`config.mk`:
```
export PLATFORM = sky130hd
export DESIGN_NAME = kcdj_skid
export DESIGN_NICKNAME = d
export VERILOG_FILES = /design/src/rtl/core/kcdj_skid.sv
export SDC_FILE = /design/constraint.sdc
export NUM_CORES = 1
export LEC_CHECK = 0
export BUFFER_PORTS_ARGS = -buffer_cell sky130_fd_sc_hd__buf_2
export CORE_AREA = 2 2 277 279
export CTS_BUF_LIST = sky130_fd_sc_hd__clkbuf_16
export CTS_CLUSTER_DIAMETER = 150
export CTS_CLUSTER_SIZE = 12
export DETAILED_ROUTE_END_ITERATION = 12
export DIE_AREA = 0 0 279 281
export PLACE_DENSITY = 0.68
export RECOVER_POWER = 25
export SLEW_MARGIN = 10
export SYNTH_ARGS = -nofsm -noshare
export SYNTH_HDL_FRONTEND = slang
export SYNTH_SLANG_ARGS = --single-unit
```
`constraint.sdc`:
```
create_clock -name clk -period 39.7 [get_ports clk]
set_input_delay 5.955 -clock clk [delete_from_list [all_inputs] [get_ports clk]]
set_output_delay 5.955 -clock clk [all_outputs]
set_load 0.02 [all_outputs]
```
`src/rtl/core/kcdj_skid.sv`:
```
// kcdj_skid: output register with a one-beat skid stage, registered ready towards the pipeline
// no package dependencies
`default_nettype none

module kcdj_skid #(
  parameter int WIDTH = 352
) (
  input  logic             clk,
  input  logic             rst_n,
  output logic             en,
  input  logic             s_valid,
  input  logic [WIDTH-1:0] s_data,
  output logic             m_valid,
  input  logic             m_ready,
  output logic [WIDTH-1:0] m_data
);

  logic             full_r;
  logic [WIDTH-1:0] skid_r;
  logic             m_valid_r;
  logic [WIDTH-1:0] m_data_r;
  logic             take;
  logic             out_free;

  assign en       = !full_r;
  assign take     = en && s_valid;
  assign out_free = !m_valid_r || m_ready;

  // control
  always_ff @(posedge clk) begin
    if (!rst_n) begin
      m_valid_r <= 1'b0;
      full_r    <= 1'b0;
    end else if (out_free) begin
      if (full_r) begin
        m_valid_r <= 1'b1;
        full_r    <= 1'b0;
      end else begin
        m_valid_r <= take;
      end
    end else if (take) begin
      full_r <= 1'b1;
    end
  end

  // payload
  always_ff @(posedge clk) begin
    if (out_free) begin
      if (full_r) begin
        m_data_r <= skid_r;
      end else if (take) begin
        m_data_r <= s_data;
      end
    end else if (take) begin
      skid_r <= s_data;
    end
  end

  assign m_valid = m_valid_r;
  assign m_data  = m_data_r;

endmodule

`default_nettype wire

```
## Word-level counts from Yosys, hierarchy flattened

Index checks and enable logic that the tools add are counted.

| cells by class | value |
|---|---|
| bitwise gates (word level) | 2 |
| reductions and logical operators | 8 |
| multiplexer cells | 3 |

Operators with widths:

| operator | number |
|---|---|
| 352-bit two-way mux | 2 |
| 2-bit AND reduction | 2 |
| 1-bit logical NOT | 2 |
| 1-bit inverter | 2 |
| 2-bit nonzero test | 1 |
| 2-bit OR reduction | 1 |
| 1-bit logical AND | 1 |
| 1-bit logical OR | 1 |
| 1-bit two-way mux | 1 |

| storage, ports and cells | value |
|---|---|
| logic and storage cells | 17 |
| output and inout bits | 354 |
| bits of input ports | 356 |
| register bits after elaboration | 706 |

## Longest topological paths before layout

| logic depth | value |
|---|---|
| depth in word-level cells | 4 |
| gate-level depth with buffers | 5 |
| mapped depth without buffers | 2 |

## Worst setup path after synthesis

No wires, ideal clock.

| path | value |
|---|---|
| kind | input-to-reg |
| start point | input m_ready |
| end point | register skid_r[0], enable pin |
| path slack | 6,609 ps |
| data arrival time | 31,522 ps |
| stages | 2 |
| buffers on the path | 0 |
| cell sequence | nand2b_1 -> nor3b_1 |

| between the ends | value |
|---|---|
| word-level cells in the longest chain between the ends | 3 |

RTL lines:

| what | RTL line | RTL |
|---|---|---|
| start: declaration | 14 | `input logic m_ready,` |
| 1-bit logical OR | 27 | `assign out_free = !m_valid_r \|\| m_ready;` |
| 1-bit inverter (no source line) | -- |  |
| 2-bit AND reduction (no source line) | -- |  |
| end signal: assignment | 55 | `skid_r <= s_data;` |
| end: declaration | 19 | `logic [WIDTH-1:0] skid_r;` |

Every way passes these cells.
A chain may end at the register's enable or synchronous reset.

## Final worst setup path

| path | value |
|---|---|
| start point | input m_ready |
| end point | register skid_r[258], enable pin |

Same word-level chain as after synthesis.

==> report_table.html <==
<table>
<tr><th>Metric</th><th>Value</th></tr>
<tr><th colspan="2">Run status</th></tr>
<tr><td>Run status</td><td>completed</td></tr>
<tr><th colspan="2">Clock network</th></tr>
<tr><td>Hold buffer count at CTS</td><td>0</td></tr>
<tr><td># clock sinks</td><td>706</td></tr>
<tr><td>Cts bufs inserted</td><td>68</td></tr>
<tr><td>Clock Tree Buf Depth</td><td>3</td></tr>
<tr><td>Clock tree from TritonCTS</td><td>built</td></tr>
<tr><td>Clock transition at the registers of the reported paths</td><td>0.06 ns</td></tr>
<tr><td>Post-CTS Setup Repair Bufs</td><td>0</td></tr>
<tr><td>Skew-Pair Late Insertion Delay</td><td>0.61 ns</td></tr>
<tr><td>CTS H-tree depth</td><td>3</td></tr>
<tr><td>Post-cts sizing count</td><td>0</td></tr>
<tr><td>Clock root buffer</td><td>sky130_fd_sc_hd__clkbuf_16</td></tr>
<tr><th colspan="2">Logic synthesis</th></tr>
<tr><td>Count of synthesis-stage warnings from yosys</td><td>0</td></tr>
<tr><td>Largest area contributor in the netlist</td><td>sky130_fd_sc_hd__edfxtp_1</td></tr>
<tr><td>Area share of xor/xnor cells in the synthesized design</td><td>0%</td></tr>
<tr><td>Netlist Area Pre-Place</td><td>25700 um^2</td></tr>
<tr><td>Main combinational cell family by area after synthesis</td><td>multiplexers</td></tr>
<tr><td>Basic-gate share of the synthesized area counting and, or, nand and nor cells</td><td>0.0972%</td></tr>
<tr><td>Multiplexer share of the synthesized area</td><td>15.8%</td></tr>
<tr><td>Syn_nets</td><td>1461</td></tr>
<tr><td>Top flip-flop cell by instance count after synthesis</td><td>sky130_fd_sc_hd__edfxtp_1</td></tr>
<tr><td>Unique cell type count in the Yosys netlist</td><td>13</td></tr>
<tr><td>Sequential share of the synthesized area</td><td>82.3%</td></tr>
<tr><td>Gate count after technology mapping</td><td>1105</td></tr>
<tr><td>Share of Yosys cell area claimed by the top area cell type</td><td>82.1%</td></tr>
<tr><td>Area fraction in compound gates after synthesis</td><td>0.0583%</td></tr>
<tr><td>Post-synth EDFFs</td><td>704</td></tr>
<tr><td>Async SR Flop Fraction</td><td>0%</td></tr>
<tr><td>Leading cell types by count after synthesis</td><td>sky130_fd_sc_hd__edfxtp_1, sky130_fd_sc_hd__mux2_2, sky130_fd_sc_hd__buf_6</td></tr>
<tr><td>Most numerous cell in the Yosys netlist</td><td>sky130_fd_sc_hd__edfxtp_1</td></tr>
<tr><td>Flops &amp; latches, synth</td><td>706</td></tr>
<tr><td>Largest cells by area after synthesis</td><td>sky130_fd_sc_hd__edfxtp_1, sky130_fd_sc_hd__mux2_2, sky130_fd_sc_hd__mux2_4</td></tr>
<tr><td>Synthesized-area fraction occupied by adder cells</td><td>0%</td></tr>
<tr><td>Post-Synthesis Mean Instance Area</td><td>23.3 um^2</td></tr>
<tr><th colspan="2">Floorplan</th></tr>
<tr><td>Die area</td><td>78400 um^2</td></tr>
<tr><td>Die extent in x</td><td>279 um</td></tr>
<tr><td>Vertical die dimension</td><td>281 um</td></tr>
<tr><td>FP Rows</td><td>101</td></tr>
<tr><td>Count of pins on the block boundary</td><td>710</td></tr>
<tr><td>Initial Util</td><td>34.1%</td></tr>
<tr><td>Floorplan core area</td><td>75400 um^2</td></tr>
<tr><th colspan="2">STA</th></tr>
<tr><td>Fin. Hold Viols</td><td>0</td></tr>
<tr><td>Setup repair after global routing missed its margin</td><td>false</td></tr>
<tr><td>Clock Skews</td><td>0.0325 ns</td></tr>
<tr><td>Post-route minimum period</td><td>8.85 ns</td></tr>
<tr><td>Fin crit share</td><td>22.3%</td></tr>
<tr><td>Count of pins over their slew limit</td><td>0</td></tr>
<tr><td>Final setup TNS</td><td>0 ns</td></tr>
<tr><td>Achievable frequency</td><td>113 MHz</td></tr>
<tr><td>Slew of the pin with the lowest slew margin</td><td>1.08 ns</td></tr>
<tr><td>Setup violation total in the final timing report</td><td>0</td></tr>
<tr><td>Max transition margin</td><td>27.8%</td></tr>
<tr><th colspan="2">Critical path</th></tr>
<tr><td>CP Launch Type</td><td>input pin</td></tr>
<tr><td>Longest individual stage delay on the worst path</td><td>0.86 ns</td></tr>
<tr><td>Worst path most repeated cell</td><td>sky130_fd_sc_hd__buf_4</td></tr>
<tr><td>Critical path start-end classification</td><td>input pin to flop</td></tr>
<tr><td>Critical Path RT</td><td>39.92 ns</td></tr>
<tr><td>Data arrival, critical path</td><td>9.07 ns</td></tr>
<tr><td>Critical Path End Type</td><td>flop</td></tr>
<tr><td>Worst-path maximum fanout</td><td>70</td></tr>
<tr><td>Slowest library cell on the worst path</td><td>sky130_fd_sc_hd__buf_4</td></tr>
<tr><td>List of cells traversed by the critical path</td><td>buf_2 -&gt; nand2b_1 -&gt; nor3b_2 -&gt; buf_4 -&gt; buf_4 -&gt; buf_4</td></tr>
<tr><th colspan="2">Power</th></tr>
<tr><td>Static leakage</td><td>0.0112 uW</td></tr>
<tr><td>Post-route total power</td><td>1580 uW</td></tr>
<tr><td>Peak supply drop</td><td>35.0 uV</td></tr>
<tr><td>Pwr per Cell Area</td><td>49.6 nW/um^2</td></tr>
<tr><th colspan="2">Layout</th></tr>
<tr><td>Layout Nets</td><td>2213</td></tr>
<tr><td>Final standard cell count with taps included and fillers excluded</td><td>2852</td></tr>
<tr><td>Growth of design area from synthesis to finish</td><td>23.6%</td></tr>
<tr><td>Fraction of final layout cells with drive strength greater than 1</td><td>50.8%</td></tr>
<tr><td>Filler cell count in the final layout</td><td>6731</td></tr>
<tr><th colspan="2">Route</th></tr>
<tr><td>Routed vias/inst</td><td>4.64</td></tr>
<tr><td>Number of iterations in the first detailed-routing pass</td><td>4</td></tr>
<tr><td>Routed WL per cell</td><td>20.4 um</td></tr>
<tr><td>Count of vias placed by the detailed router</td><td>13200</td></tr>
<tr><td>Number of remaining DRC errors</td><td>0</td></tr>
<tr><td>Final antenna-violating net count</td><td>0</td></tr>
<tr><td>First-iteration detailed-routing DRC count</td><td>725</td></tr>
<tr><td>Final routed wirelength across all metal layers</td><td>58100 um</td></tr>
<tr><th colspan="2">Hold path</th></tr>
<tr><td>Kind of path behind the tightest hold check</td><td>flop to flop</td></tr>
<tr><th colspan="2">Flow run</th></tr>
<tr><td>Total of max-cap violations</td><td>0</td></tr>
<tr><th colspan="2">Global route</th></tr>
<tr><td>Vias in the first global route</td><td>14000</td></tr>
<tr><td>Initial antenna violation count</td><td>14</td></tr>
<tr><td>Pin count of the biggest net entering global routing</td><td>151</td></tr>
<tr><td>Total Routing Usage GR</td><td>14.1%</td></tr>
<tr><td>Total overflow reported by the global router</td><td>0</td></tr>
<tr><td>First-pass GRT wire length</td><td>84100 um</td></tr>
<tr><th colspan="2">Place</th></tr>
<tr><td>Placed insts</td><td>2765</td></tr>
<tr><td>Port buffer count</td><td>709</td></tr>
<tr><td>Estimated wirelength of the detail-placed design</td><td>39800 um</td></tr>
<tr><td>Global placement routability congestion</td><td>0.827</td></tr>
</table>
-- placed cells by master (no fill, tap or decap), types with 3 or more instances in the layout --
| master | n |
|---|---|
| sky130_fd_sc_hd__clkbuf_1 | 191 |
| sky130_fd_sc_hd__inv_1 | 6 |
| sky130_fd_sc_hd__diode_2 | 6 |
| sky130_fd_sc_hd__buf_4 | 12 |
| sky130_fd_sc_hd__inv_16 | 3 |
| sky130_fd_sc_hd__mux2_1 | 11 |
| sky130_fd_sc_hd__edfxtp_1 | 704 |
| sky130_fd_sc_hd__clkbuf_16 | 70 |
| sky130_fd_sc_hd__mux2_4 | 21 |
| sky130_fd_sc_hd__mux2_2 | 320 |
| sky130_fd_sc_hd__buf_2 | 517 |
-- routing by layer --
layer / global-route usage (%) / wire length (um) / share of wire, %
met1: 16.3 / 22100 / 38
met2: 23.4 / 28700 / 49
met3: 5.46 / 5570 / 9.6
met4: 6.18 / 1740 / 3.0
met5: 0 / 60 / 0.10
-- logic make-up after synthesis --
logic type	after synthesis
buffers and inverters	41
muxes	352
DFF	706
and+or+nand+nor	4
AOI/OAI and AO/OA	2
-- path summary, 6_finish.rpt --
| kind | start | end | slack, ns | depth (start not counted) |
|---|---|---|---|---|
| max | m_ready | skid_r[258] | 30.85 | 6 |
| min | skid_r[15] | m_data[15] | 0.52 | 1 |
| max reg2reg | full_r | m_data[239] | 35.60 | 3 |
| min reg2reg | skid_r[15] | m_data[15] | 0.52 | 1 |
-- power by group --
group | switching, uW | internal [uW] | leakage (uW)
clock network | 267 | 316 | 0.000936
registers | 9.98 | 862 | 0.00663
logic | 77.1 | 44.5 | 0.00367
total | 354 | 1220 | 0.0112
-- per-stage QoR --
stage,setup slack (ns),area [um^2],utilization [%],hold WS [ns]
floorplan,6.61,25700,-,0.508
finish,30.85,31800,42.2,0.523
global placement,30.29,30200,40.0,0.518
CTS,30.90,32100,42.5,0.523
global route,30.66,31800,42.2,0.527
detailed placement,30.22,30200,40.0,0.527
-- area by class of cell --
class                           count  area (um^2)  area share [%]
Antenna cell                        6         15.0          0.0472
Clock buffer                       70         1750            5.51
Multi-Input combinational cell    358         4100            12.9
Inverter                            1         3.75          0.0118
Clock inverter                     11          121           0.381
Tap cell                          978         1220            3.85
Sequential cell                   706        21200            66.6
Timing Repair Buffer              722         3420            10.7
-- critical path, delay by kind of cell --
family / cells / cell delay (ns)
buffers and inverters: 4 / 2.50
and+or+nand+nor: 2 / 0.41
-- flip-flops by register name (all words and copies together), names as in the netlist --
name and cells:
m_valid 1, skid_r 352, full_r 1, m_data 352
No activity file was read; power rests on OpenSTA's default activity.
